## src/hw/rtl/mahd_pkg.sv

```systemverilog
// ----------------------------------------------------------------------------
// mahd_pkg
// Types, codes and lookup tables shared by the audio frame header decoder.
// ----------------------------------------------------------------------------
`default_nettype none

package mahd_pkg;

  typedef enum logic [2:0] {
    ERR_NONE    = 3'd0,
    ERR_SYNC    = 3'd1,
    ERR_VERSION = 3'd2,
    ERR_LAYER   = 3'd3,
    ERR_BITRATE = 3'd4,
    ERR_RATE    = 3'd5
  } err_t;

  // version field codes in the header and decoded version numbers
  localparam logic [1:0] VCODE_MPEG25   = 2'd0;
  localparam logic [1:0] VCODE_RESERVED = 2'd1;
  localparam logic [1:0] VCODE_MPEG2    = 2'd2;
  localparam logic [1:0] VCODE_MPEG1    = 2'd3;
  localparam logic [1:0] VER_MPEG1      = 2'd0;
  localparam logic [1:0] VER_MPEG2      = 2'd1;
  localparam logic [1:0] VER_MPEG25     = 2'd2;

  // layer field codes
  localparam logic [1:0] LCODE_RESERVED = 2'd0;
  localparam logic [1:0] LCODE_LAYER3   = 2'd1;
  localparam logic [1:0] LCODE_LAYER2   = 2'd2;
  localparam logic [1:0] LCODE_LAYER1   = 2'd3;

  // sample-rate index codes
  localparam logic [1:0] RIDX_44K1     = 2'd0;
  localparam logic [1:0] RIDX_48K      = 2'd1;
  localparam logic [1:0] RIDX_32K      = 2'd2;
  localparam logic [1:0] RIDX_RESERVED = 2'd3;

  localparam logic [3:0] BIDX_FREE = 4'd0;

  // floor(x / 147) == (x * RECIP_147) >> RECIP_SHIFT for x < 2**19
  localparam int unsigned RECIP_SHIFT = 27;
  localparam logic [19:0] RECIP_147   = 20'd913046;

  localparam logic [8:0] KBPS_TABLE [6][16] = '{
    '{9'd0, 9'd32, 9'd64, 9'd96, 9'd128, 9'd160, 9'd192, 9'd224,
      9'd256, 9'd288, 9'd320, 9'd352, 9'd384, 9'd416, 9'd448, 9'd0},
    '{9'd0, 9'd32, 9'd48, 9'd56, 9'd64, 9'd80, 9'd96, 9'd112,
      9'd128, 9'd160, 9'd192, 9'd224, 9'd256, 9'd320, 9'd384, 9'd0},
    '{9'd0, 9'd32, 9'd40, 9'd48, 9'd56, 9'd64, 9'd80, 9'd96,
      9'd112, 9'd128, 9'd160, 9'd192, 9'd224, 9'd256, 9'd320, 9'd0},
    '{9'd0, 9'd32, 9'd48, 9'd56, 9'd64, 9'd80, 9'd96, 9'd112,
      9'd128, 9'd144, 9'd160, 9'd176, 9'd192, 9'd224, 9'd256, 9'd0},
    '{9'd0, 9'd8, 9'd16, 9'd24, 9'd32, 9'd40, 9'd48, 9'd56,
      9'd64, 9'd80, 9'd96, 9'd112, 9'd128, 9'd144, 9'd160, 9'd0},
    '{9'd0, 9'd8, 9'd16, 9'd24, 9'd32, 9'd40, 9'd48, 9'd56,
      9'd64, 9'd80, 9'd96, 9'd112, 9'd128, 9'd144, 9'd160, 9'd0}
  };

  typedef struct packed {
    logic        ok;
    err_t        err;
    logic [1:0]  ver;
    logic [1:0]  layer;
    logic [1:0]  ridx;
    logic [15:0] rate;
    logic [8:0]  kbps;
    logic        pad;
    logic [11:0] prod;
    logic [17:0] ftime;
  } dec_t;

  typedef struct packed {
    dec_t        dec;
    logic [11:0] q44;
  } mul_t;

  typedef struct packed {
    logic        ok;
    err_t        err;
    logic [1:0]  ver;
    logic [1:0]  layer;
    logic [15:0] rate;
    logic [8:0]  kbps;
    logic        pad;
    logic [11:0] fbytes;
    logic [17:0] ftime;
  } res_t;

  function automatic logic [15:0] rate_hz(logic [1:0] ver, logic [1:0] ridx);
    logic [15:0] base;
    case (ridx)
      RIDX_44K1: base = 16'd44100;
      RIDX_48K:  base = 16'd48000;
      RIDX_32K:  base = 16'd32000;
      default:   base = 16'd0;
    endcase
    return base >> ver;
  endfunction

  function automatic logic [17:0] frame_time(logic [1:0] layer, logic [1:0] ver,
                                             logic [1:0] ridx);
    logic [17:0] t;
    t = 18'd0;
    if (layer == 2'd1) begin
      case ({ver, ridx})
        {VER_MPEG1, RIDX_44K1}:  t = 18'd8707;
        {VER_MPEG1, RIDX_48K}:   t = 18'd8000;
        {VER_MPEG1, RIDX_32K}:   t = 18'd12000;
        {VER_MPEG2, RIDX_44K1}:  t = 18'd17414;
        {VER_MPEG2, RIDX_48K}:   t = 18'd16000;
        {VER_MPEG2, RIDX_32K}:   t = 18'd24000;
        {VER_MPEG25, RIDX_44K1}: t = 18'd34829;
        {VER_MPEG25, RIDX_48K}:  t = 18'd32000;
        {VER_MPEG25, RIDX_32K}:  t = 18'd48000;
        default:                 t = 18'd0;
      endcase
    end else if (layer == 2'd2 || ver == VER_MPEG1) begin
      case ({ver, ridx})
        {VER_MPEG1, RIDX_44K1}:  t = 18'd26122;
        {VER_MPEG1, RIDX_48K}:   t = 18'd24000;
        {VER_MPEG1, RIDX_32K}:   t = 18'd36000;
        {VER_MPEG2, RIDX_44K1}:  t = 18'd52244;
        {VER_MPEG2, RIDX_48K}:   t = 18'd48000;
        {VER_MPEG2, RIDX_32K}:   t = 18'd72000;
        {VER_MPEG25, RIDX_44K1}: t = 18'd104489;
        {VER_MPEG25, RIDX_48K}:  t = 18'd96000;
        {VER_MPEG25, RIDX_32K}:  t = 18'd144000;
        default:                 t = 18'd0;
      endcase
    end else begin
      case ({ver, ridx})
        {VER_MPEG2, RIDX_44K1}:  t = 18'd26122;
        {VER_MPEG2, RIDX_48K}:   t = 18'd24000;
        {VER_MPEG2, RIDX_32K}:   t = 18'd36000;
        {VER_MPEG25, RIDX_44K1}: t = 18'd52244;
        {VER_MPEG25, RIDX_48K}:  t = 18'd48000;
        {VER_MPEG25, RIDX_32K}:  t = 18'd72000;
        default:                 t = 18'd0;
      endcase
    end
    return t;
  endfunction

endpackage

`default_nettype wire

```

## src/hw/rtl/mahd_decode.sv

```systemverilog
// ----------------------------------------------------------------------------
// mahd_decode
// First stage: sync and reserved-code checks, table lookups and the scaled
// bitrate product that the frame length is derived from.
// ----------------------------------------------------------------------------
`default_nettype none

module mahd_decode (
  input  wire logic           clk,
  input  wire logic           rst,
  input  wire logic           advance,
  input  wire logic           in_valid,
  input  wire logic [7:0]     hdr_byte0,
  input  wire logic [7:0]     hdr_byte1,
  input  wire logic [7:0]     hdr_byte2,
  output logic                valid,
  output mahd_pkg::dec_t      dec
);

  mahd_pkg::dec_t dec_next;

  always_comb begin
    logic       nosync;
    logic [1:0] vcode;
    logic [1:0] lcode;
    logic [3:0] bidx;
    logic [1:0] ridx;
    logic [1:0] ver;
    logic [1:0] layer;
    logic [2:0] row;
    logic [2:0] kmul;
    logic [13:0] scaled;

    vcode = hdr_byte1[4:3];
    lcode = hdr_byte1[2:1];
    bidx  = hdr_byte2[7:4];
    ridx  = hdr_byte2[3:2];
    nosync = (hdr_byte0 != 8'hFF) || (hdr_byte1[7:5] != 3'b111) ||
             (bidx == 4'hF) || (hdr_byte2 == 8'h00);

    case (vcode)
      mahd_pkg::VCODE_MPEG1: ver = mahd_pkg::VER_MPEG1;
      mahd_pkg::VCODE_MPEG2: ver = mahd_pkg::VER_MPEG2;
      default:               ver = mahd_pkg::VER_MPEG25;
    endcase

    case (lcode)
      mahd_pkg::LCODE_LAYER3: layer = 2'd3;
      mahd_pkg::LCODE_LAYER2: layer = 2'd2;
      default:                layer = 2'd1;
    endcase

    if (ver == mahd_pkg::VER_MPEG1) begin
      row  = {1'b0, layer} - 3'd1;
      kmul = (layer == 2'd1) ? 3'd2 : 3'd6;
    end else begin
      row = {1'b0, layer} + 3'd2;
      case (layer)
        2'd1:    kmul = 3'd1;
        2'd2:    kmul = 3'd6;
        default: kmul = 3'd3;
      endcase
    end

    dec_next = '0;
    scaled   = '0;
    if (nosync) begin
      dec_next.err = mahd_pkg::ERR_SYNC;
    end else if (vcode == mahd_pkg::VCODE_RESERVED) begin
      dec_next.err = mahd_pkg::ERR_VERSION;
    end else if (lcode == mahd_pkg::LCODE_RESERVED) begin
      dec_next.err = mahd_pkg::ERR_LAYER;
    end else if (bidx == mahd_pkg::BIDX_FREE) begin
      dec_next.err = mahd_pkg::ERR_BITRATE;
    end else if (ridx == mahd_pkg::RIDX_RESERVED) begin
      dec_next.err = mahd_pkg::ERR_RATE;
    end else begin
      dec_next.ok    = 1'b1;
      dec_next.err   = mahd_pkg::ERR_NONE;
      dec_next.ver   = ver;
      dec_next.layer = layer;
      dec_next.ridx  = ridx;
      dec_next.rate  = mahd_pkg::rate_hz(ver, ridx);
      dec_next.kbps  = mahd_pkg::KBPS_TABLE[row][bidx];
      dec_next.pad   = hdr_byte2[1];
      scaled         = (14'(kmul) * 14'(mahd_pkg::KBPS_TABLE[row][bidx])) << ver;
      dec_next.prod  = scaled[11:0];
      dec_next.ftime = mahd_pkg::frame_time(layer, ver, ridx);
    end
  end

  always_ff @(posedge clk) begin
    if (rst) begin
      valid <= 1'b0;
    end else if (advance) begin
      valid <= in_valid;
    end
  end

  always_ff @(posedge clk) begin
    if (advance) begin
      dec <= dec_next;
    end
  end

endmodule

`default_nettype wire

```

## src/hw/rtl/mahd_scale.sv

```systemverilog
// ----------------------------------------------------------------------------
// mahd_scale
// Second stage: reciprocal multiply for the 44.1 kHz family, where the
// frame length is floor(80 * prod / 147).
// ----------------------------------------------------------------------------
`default_nettype none

module mahd_scale (
  input  wire logic           clk,
  input  wire logic           rst,
  input  wire logic           advance,
  input  wire logic           in_valid,
  input  wire mahd_pkg::dec_t dec,
  output logic                valid,
  output mahd_pkg::mul_t      mul
);

  logic [18:0] x80;
  logic [38:0] product;
  mahd_pkg::mul_t mul_next;

  always_comb begin
    x80      = 19'({dec.prod, 6'b0}) + 19'({dec.prod, 4'b0});
    product  = 39'(x80) * 39'(mahd_pkg::RECIP_147);
    mul_next.dec = dec;
    mul_next.q44 = 12'(product >> mahd_pkg::RECIP_SHIFT);
  end

  always_ff @(posedge clk) begin
    if (rst) begin
      valid <= 1'b0;
    end else if (advance) begin
      valid <= in_valid;
    end
  end

  always_ff @(posedge clk) begin
    if (advance) begin
      mul <= mul_next;
    end
  end

endmodule

`default_nettype wire

```

## src/hw/rtl/mahd_finish.sv

```systemverilog
// ----------------------------------------------------------------------------
// mahd_finish
// Third stage: select the frame length for the rate family, add the padding
// byte and hold the result for the output transfer.
// ----------------------------------------------------------------------------
`default_nettype none

module mahd_finish (
  input  wire logic           clk,
  input  wire logic           rst,
  input  wire logic           advance,
  input  wire logic           in_valid,
  input  wire mahd_pkg::mul_t mul,
  output logic                valid,
  output mahd_pkg::res_t      res
);

  mahd_pkg::res_t res_next;

  always_comb begin
    logic [11:0] base;
    logic [13:0] x3;

    x3 = 14'(mul.dec.prod) * 14'd3;
    case (mul.dec.ridx)
      mahd_pkg::RIDX_44K1: base = mul.q44;
      mahd_pkg::RIDX_48K:  base = mul.dec.prod >> 1;
      mahd_pkg::RIDX_32K:  base = x3[13:2];
      default:             base = 12'd0;
    endcase

    res_next.ok     = mul.dec.ok;
    res_next.err    = mul.dec.err;
    res_next.ver    = mul.dec.ver;
    res_next.layer  = mul.dec.layer;
    res_next.rate   = mul.dec.rate;
    res_next.kbps   = mul.dec.kbps;
    res_next.pad    = mul.dec.pad;
    res_next.fbytes = mul.dec.ok ? base + 12'(mul.dec.pad) : 12'd0;
    res_next.ftime  = mul.dec.ftime;
  end

  always_ff @(posedge clk) begin
    if (rst) begin
      valid <= 1'b0;
    end else if (advance) begin
      valid <= in_valid;
    end
  end

  always_ff @(posedge clk) begin
    if (advance) begin
      res <= res_next;
    end
  end

endmodule

`default_nettype wire

```

## src/hw/rtl/mpeg_audio_header_decode.sv

```systemverilog
// The result reaches the output registers through the decode, scale and finish stages.
// Throughput: one header per cycle while out_stall is low; each stage holds one item and a stage
// refills whenever it is empty or its successor moves.
// A stalled output holds the last stage; bubbles in earlier stages still close.
// Reset: synchronous, active high; clears all stage valid bits.
// ----------------------------------------------------------------------------
// mpeg_audio_header_decode
// Three-stage decoder for the first three bytes of an MPEG audio frame header.
// ----------------------------------------------------------------------------
`default_nettype none

module mpeg_audio_header_decode (
  input  wire logic        clk,
  input  wire logic        rst,
  input  wire logic        in_valid,
  output logic             in_stall,
  input  wire logic [7:0]  hdr_byte0,
  input  wire logic [7:0]  hdr_byte1,
  input  wire logic [7:0]  hdr_byte2,
  output logic             out_valid,
  input  wire logic        out_stall,
  output logic             header_ok,
  output logic [2:0]       error_kind,
  output logic [1:0]       mpeg_version,
  output logic [1:0]       layer_number,
  output logic [15:0]      sample_rate_hz,
  output logic [8:0]       bitrate_kbps,
  output logic             padding_flag,
  output logic [11:0]      frame_bytes,
  output logic [17:0]      frame_time_us
);

  logic           v1;
  logic           v2;
  logic           v3;
  logic           adv1;
  logic           adv2;
  logic           adv3;
  mahd_pkg::dec_t dec;
  mahd_pkg::mul_t mul;
  mahd_pkg::res_t res;

  assign adv3     = !v3 || !out_stall;
  assign adv2     = !v2 || adv3;
  assign adv1     = !v1 || adv2;
  assign in_stall = !adv1;

  mahd_decode u_decode (
    .clk       (clk),
    .rst       (rst),
    .advance   (adv1),
    .in_valid  (in_valid),
    .hdr_byte0 (hdr_byte0),
    .hdr_byte1 (hdr_byte1),
    .hdr_byte2 (hdr_byte2),
    .valid     (v1),
    .dec       (dec)
  );

  mahd_scale u_scale (
    .clk      (clk),
    .rst      (rst),
    .advance  (adv2),
    .in_valid (v1),
    .dec      (dec),
    .valid    (v2),
    .mul      (mul)
  );

  mahd_finish u_finish (
    .clk      (clk),
    .rst      (rst),
    .advance  (adv3),
    .in_valid (v2),
    .mul      (mul),
    .valid    (v3),
    .res      (res)
  );

  assign out_valid      = v3;
  assign header_ok      = res.ok;
  assign error_kind     = res.err;
  assign mpeg_version   = res.ver;
  assign layer_number   = res.layer;
  assign sample_rate_hz = res.rate;
  assign bitrate_kbps   = res.kbps;
  assign padding_flag   = res.pad;
  assign frame_bytes    = res.fbytes;
  assign frame_time_us  = res.ftime;

  a_stall_only_when_full: assert property (@(posedge clk) disable iff (rst)
    in_stall |-> (v1 && v2 && v3 && out_stall))
    else $error("input stalled with an empty stage");

  a_ok_no_error: assert property (@(posedge clk) disable iff (rst)
    (out_valid && header_ok) |-> (error_kind == mahd_pkg::ERR_NONE &&
                                  sample_rate_hz != 16'd0 && bitrate_kbps != 9'd0))
    else $error("decoded header without rate or bitrate");

  a_error_zeroed: assert property (@(posedge clk) disable iff (rst)
    (out_valid && !header_ok) |-> (error_kind != mahd_pkg::ERR_NONE &&
                                   frame_bytes == 12'd0 && frame_time_us == 18'd0))
    else $error("error result carries decoded fields");

  a_entry_reaches_stage1: assert property (@(posedge clk) disable iff (rst)
    (in_valid && !in_stall) |=> v1)
    else $error("accepted header lost at first stage");

endmodule

`default_nettype wire
```

## config.mk

```make
export PLATFORM = sky130hd
export DESIGN_NAME = mpeg_audio_header_decode
export DESIGN_NICKNAME = d
export VERILOG_FILES = /design/src/hw/rtl/mahd_pkg.sv /design/src/hw/rtl/mahd_decode.sv /design/src/hw/rtl/mahd_scale.sv /design/src/hw/rtl/mahd_finish.sv /design/src/hw/rtl/mpeg_audio_header_decode.sv
export SDC_FILE = /design/constraint.sdc
export NUM_CORES = 1
export LEC_CHECK = 0
export BUFFER_PORTS_ARGS = -buffer_cell sky130_fd_sc_hd__buf_4
export CAP_MARGIN = 10
export CORE_MARGIN = 10
export CORE_UTILIZATION = 50
export DETAILED_ROUTE_END_ITERATION = 7
export PLACE_DENSITY = 0.72
export SLEW_MARGIN = 20
export SYNTH_ARGS = -nofsm -noshare
export SYNTH_HDL_FRONTEND = slang
export SYNTH_HIERARCHICAL = 1
export SYNTH_SLANG_ARGS = --single-unit
```

## constraint.sdc

```tcl
create_clock -name clk -period 9 [get_ports clk]
set_input_delay 1.8 -clock clk [delete_from_list [all_inputs] [get_ports clk]]
set_output_delay 1.8 -clock clk [all_outputs]
set_load 0.01 [all_outputs]
```

# After elaboration in Yosys (flattened, before gate mapping)

Memory sizes are Yosys's and may differ from the RTL's.
Index checks and enable logic that the tools add are counted.

Word-level logic and storage cells: 118
Register bits after elaboration: 211
Output and inout bits: 66
Memories kept: 3
Bits in read-only memories: 1680
Input bits: 28

Multiply operators: 3
Shift operators: 2
Equality and inequality tests: 21
Reductions and logical operators: 21
$add $sub $neg: 4
$lt $le $gt $ge: 2
Bitwise operators: 2
Muxes and demuxes: 26

Memory list:

| memory          | depth | width | read ports | clocked after Yosys merged registers in | wr ports | RTL line          | text |
|---|---|---|---|---|---|---|---|
| (no name shown) | 8     | 144   | 1          | 0                                       | 0        | mahd_decode.sv:84 | `dec_next.kbps = mahd_pkg::KBPS_TABLE[row][bidx];` |
| (no name shown) | 16    | 18    | 1          | 0                                       | 0        | mahd_pkg.sv:119   | `case ({ver, ridx})` |
| (no name shown) | 16    | 15    | 1          | 0                                       | 0        | mahd_pkg.sv:106   | `case ({ver, ridx})` |

Operator list:

| cell                   | number |
|---|---|
| $mux 144               | 2 |
| $pmux 17 s6            | 1 |
| $mux 16                | 5 |
| $pmux 16 s3            | 1 |
| $mul 19x19->38 const B | 1 |
| $bmux 9 s4             | 1 |
| $mux 18                | 2 |
| $pmux 12 s3            | 1 |
| $add 18x16->19         | 1 |
| $mux 9                 | 2 |
| $eq 4x4->1 const B     | 4 |
| $shr 16x2->16          | 1 |
| $mux 3                 | 5 |
| $eq 2x2->1 const B     | 7 |
| $mul 12x2->14 const B  | 1 |
| $add 12x1->12          | 1 |
| $eq 4x3->1 const B     | 3 |
| $mul 3x9->12           | 1 |
| $shl 12x2->12          | 1 |
| $eq 2x1->1 const B     | 5 |
| $logic_not 2->1        | 4 |
| $logic_not 8->1        | 1 |
| $ne 8x8->1 const B     | 1 |
| $pmux 2 s2             | 2 |
| other kinds (16)       | 27 |

# Longest topological paths before layout

Depth after elaboration: 13
Mapped depth: 29
Depth with buffers taken out: 28

# By module

The synthesis kept the hierarchy.

By module, submodules not included:

| module                   | seq. area each (um^2) | times used | area an instance (um^2) | cells each |
|---|---|---|---|---|
| mahd_scale               | 2362.3                | 1          | 8752.1                  | 758 |
| mahd_decode              | 1821.7                | 1          | 4409.2                  | 466 |
| mahd_finish              | 1941.9                | 1          | 3104.2                  | 221 |
| mpeg_audio_header_decode | 0.0                   | 1          | 23.8                    | 4 |

# Worst setup path after synthesis

Ideal clock, no wire load.

Path kind: register to register
From: register, netlist name u_decode/dec[21]
To: register, netlist name u_scale/mul[10]
Arrival: 6.510 ns
Library setup time: 0.195 ns
Stages on the path, launching flop included: 23
Clock period less this slack: 6.705 ns
Path slack: 2.295 ns
Required time: 8.805 ns
Buffers on the path: 0
Cell sequence: edfxtp_1 -> ha_1 -> a21oi_1 -> o21bai_1 -> a21oi_1 -> o21ai_1 -> xnor2_1 -> inv_1 -> ha_1 -> fa_1 -> fa_1 -> fa_1 -> fa_1 -> inv_1 -> fa_1 -> inv_1 -> ha_1 -> and4_1 -> a221o_1 -> o2111ai_1 -> nand2_1 -> o21a_1 -> o311ai_0

Word-level cells in the longest chain between the ends: 2

RTL lines:

| element                 | RTL line         | text |
|---|---|---|
| $add 18x16->19          | mahd_scale.sv:23 | `x80 = 19'({dec.prod, 6'b0}) + 19'({dec.prod, 4'b0});` |
| $mul 19x19->38          | mahd_scale.sv:24 | `product = 39'(x80) * 39'(mahd_pkg::RECIP_147);` |
| via u_scale.product[37] | mahd_scale.sv:19 | `logic [38:0] product;` |

The timed path passes the listed nets, and every way through them passes these cells.
A chain may end at the register's enable or synchronous reset.

# Final worst setup path

From: register, netlist name u_decode/dec[21]
To: register, netlist name u_scale/mul[10]

Word-level cells in the longest chain between the ends: 2

RTL lines:

| element                 | RTL line |
|---|---|
| $add 18x16->19          | mahd_scale.sv:23 |
| $mul 19x19->38          | mahd_scale.sv:24 |
| via u_scale.product[37] | mahd_scale.sv:19 |

The timed path passes the listed nets, and every way through them passes these cells.

==> results.yml <==
route:
  drtIter0Drc: 839
  totalWireLength_mm: 35.16
  antenna_left: 0
  drc: 0
  viasPerCell: 5.498
  drt_first_pass_iters: 5
  routedWlPerCell_um: 17.68
  vias: 10930
yosys:
  synth_fa_ha_area_frac: 0.2959
  synth-simple-area-share: 0.09832
  synth.distinct_cells: 103
  netlist_area_um2: 16290
  synth_top_family_by_area: "adder cells"
  synth_seq_cells: 205
  synth.area.mux_share: 0.01782
  synth_top_flop_cell: "edfxtp_1"
  syn_avg_cell_area_um2: 11.24
  async_flop_share: 0
  synth_compound_area_frac: 0.1132
  synth_edf_count: 202
  synth-warning-count: 6
  synth-xor-area-share: 0.02358
  yosysSeqAreaShare: 0.3761
  postSynthCellCount: 1449
critical_path:
  worstPathRequired_ns: 9.27
  arrival_ns: 7.97
  critPathKind: "register to register"
  cp-end-kind: "register"
  crit_fanout: 5
  cp-start-kind: "register"
cells_and_area:
  seq_area_um2: 6126
  n_antenna_cell: 0
  drive_gt1_frac: 0.1171
  fillers: 2746
  final_core_util: 0.5570
  fin_cells: 1988
  fin_nets: 1869
  multiInputGateArea_um2: 8985
  area_delta_synth_final_pct: 10.69
worst_hold_path:
  hold_path_class: "register to register"
die:
  die_area_um2: 40200
  die_w_um: 200.5
  fp.dieH_um: 200.5
  initial_core_util: 0.5032
  core-area_um2: 32370
  rows: 66
  ioPinCount: 94
clock_tree:
  clk_latency_ns: 0.49
  h-tree-depth: 1
  cts_setup_buffers: 0
  cts_buffer_depth: 3
  ctsHoldBuffers: 0
  cts.clk_slew.worst_paths_ns: 0.06
  cts_tree: "yes"
  clock-root-buffer: "clkbuf_16"
  cts-resized-gates: 0
  clock-sinks: 205
  cts_made_buffers: 21
timing:
  maxSlewViolCount: 0
  rsz0062_at_grt: "no"
  setup_tns_ns: 0
  finalHoldViolations: 0
  max_freq_mhz: 129.8
  setup_violations: 0
  fin_worst_skew_ns: 0.01703
  holdWs_ns: 0.4161
  finalCritPeriodShare: 0.8558
  tightest_slew_ns: 1.071
  fin_crit_ns: 7.702
  relSlewSlack: 0.2862
outcome:
  run_status: "complete, no violations"
grt:
  antenna_found_initial: 1
  grt_pass1_wl_mm: 58.08
  grt.overflow.total: 0
  grt_pass1_vias: 11060
  grt_max_degree: 79
  grt_usage: 0.1738
placed_design:
  place_inst: 1951
  dp_hpwl_mm: 27.00
  portBuffers: 92
  routabilityCongestion: 0.9070
power_and_ir_drop:
  p_per_area_nw_per_um2: 189.1
  vdd_drop_max_mv: 0.1697
  p_leak_uw: 0.008607
flow_run:
  cap_viol_max_count: 0
==> where the power goes <==
group | leakage [µW] | internal, µW | switching [µW]
sequential | 0.00246 | 1070 | 8.25
combinational | 0.00584 | 628 | 889
clock | 0.000310 | 462 | 355
==> synth_stat cells (all sizes together), types with 4 or more instances <==
library cell / number / area (µm²)
a211oi: 26 / 200.2
a21o: 22 / 166.4
a21oi: 59 / 302.8
a221oi: 6 / 58.80
a22oi: 5 / 37.54
a311oi: 7 / 78.83
a31oi: 9 / 56.30
and2: 12 / 76.33
and3: 7 / 43.79
and4: 5 / 46.29
buf: 36 / 211.5
clkbuf: 12 / 46.29
edfxtp: 202 / 6066
fa: 127 / 2542
ha: 182 / 2277
inv: 254 / 953.4
mux2: 6 / 67.56
mux2i: 20 / 200.2
nand2: 56 / 212.7
nand2b: 17 / 106.4
nand3: 13 / 70.07
nand4: 9 / 56.30
nor2: 102 / 387.9
nor2b: 14 / 95.09
nor3: 29 / 155.2
nor3b: 5 / 37.54
nor4: 5 / 31.28
o2111ai: 8 / 70.07
o211ai: 10 / 75.07
o21a: 8 / 60.06
o21ai: 44 / 220.2
o21bai: 7 / 52.55
o221ai: 4 / 41.29
o311ai: 4 / 50.05
or2: 5 / 31.29
or3: 11 / 68.82
xnor2: 31 / 279.0
xor2: 12 / 105.1
==> registers in the layout (all words and copies together) (netlist names) <==
name and flops:
u_scale/mul 78, u_finish/res 64, u_decode/dec 60, u_decode/valid 1, u_finish/valid 1, u_scale/valid 1
==> per-stage QoR <==
stage | cell area [µm²] | total power (µW) | worst slack (ns)
2_1_floorplan | 16320 | 2233 | 2.295
3_3_place_gp | 17380 | 2543 | 1.328
3_5_place_dp | 17380 | 2589 | 1.285
4_1_cts | 18030 | 3423 | 1.263
5_1_grt | 18030 | 3705 | 0.8215
6_report | 18030 | 3410 | 1.298
==> cells by family after synthesis <==
group,after synthesis
and+or+nand+nor,307
buffers and inverters,304
muxes,27
adders and majority gates,309
AOI/OAI and AO/OA,253
other,1
DFF,205
xor gates and xnor gates,43
==> critical path, stage by stage, from the launching register on <==
cell and delay [ns]:
edfxtp_1 0.46, ha_1 0.25, a21oi_1 0.24, o21bai_1 0.09, a21oi_1 0.22, o21ai_1 0.22
xnor2_1 0.76, inv_1 0.11, ha_1 0.37, fa_1 0.63, fa_1 0.45, fa_1 0.48
fa_1 0.55, inv_1 0.05, fa_1 0.52, inv_1 0.04, ha_1 0.34, and4_1 0.23
a221o_1 0.38, o2111ai_1 0.35, nand2_1 0.17, o21a_1 0.25, o311ai_0 0.33
==> layer usage <==
metal	GRT usage	part of all wire	wire (µm)
met4	0.02516	0.012	420
met3	0.02614	0.059	2069
met2	0.2937	0.48	16930
met5	0	0	0
met1	0.2367	0.45	15740
==> final cells by class <==
class,count,share of cell area
Timing Repair Buffer,101,0.04205
Tap cell,442,0.03067
Clock inverter,14,0.006315
Multi-Input combinational cell,947,0.4983
Sequential cell,205,0.3397
Clock buffer,23,0.02956
Inverter,256,0.05336
==> cells in the final DEF, fill, tap and decap left out, types with 6 or more instances in the layout <==
cell type    n
inv_1      250
edfxtp_1   202
ha_1       182
fa_1       127
buf_4      101
nor2_1     100
a21oi_1     57
nand2_1     54
o21ai_0     39
xnor2_1     30
nor3_1      27
a211oi_1    25
clkbuf_16   21
a21o_1      21
mux2i_1     20
nand2b_1    17
nor2b_1     13
xor2_1      12
nand3_1     11
and2_1      11
or3_1       11
o211ai_1    10
nand4_1      9
a31oi_1      9
o21a_1       8
o2111ai_1    8
conb_1       8
o21bai_1     7
and3_1       7
a311oi_1     6
==> final timing paths <==
path,cells past startpoint,from,end,slack (ns)
max reg2reg,22,u_decode/dec[21]$_SDFFCE_PP0P_,u_scale/mul[10]$_DFFE_PP_,1.30
min,0,u_decode/dec[40]$_SDFFCE_PP0P_,u_scale/mul[52]$_DFFE_PP_,0.42
max,22,u_decode/dec[21]$_SDFFCE_PP0P_,u_scale/mul[10]$_DFFE_PP_,1.30
min reg2reg,0,u_decode/dec[40]$_SDFFCE_PP0P_,u_scale/mul[52]$_DFFE_PP_,0.42
No activity file was read; power rests on OpenSTA's default activity.
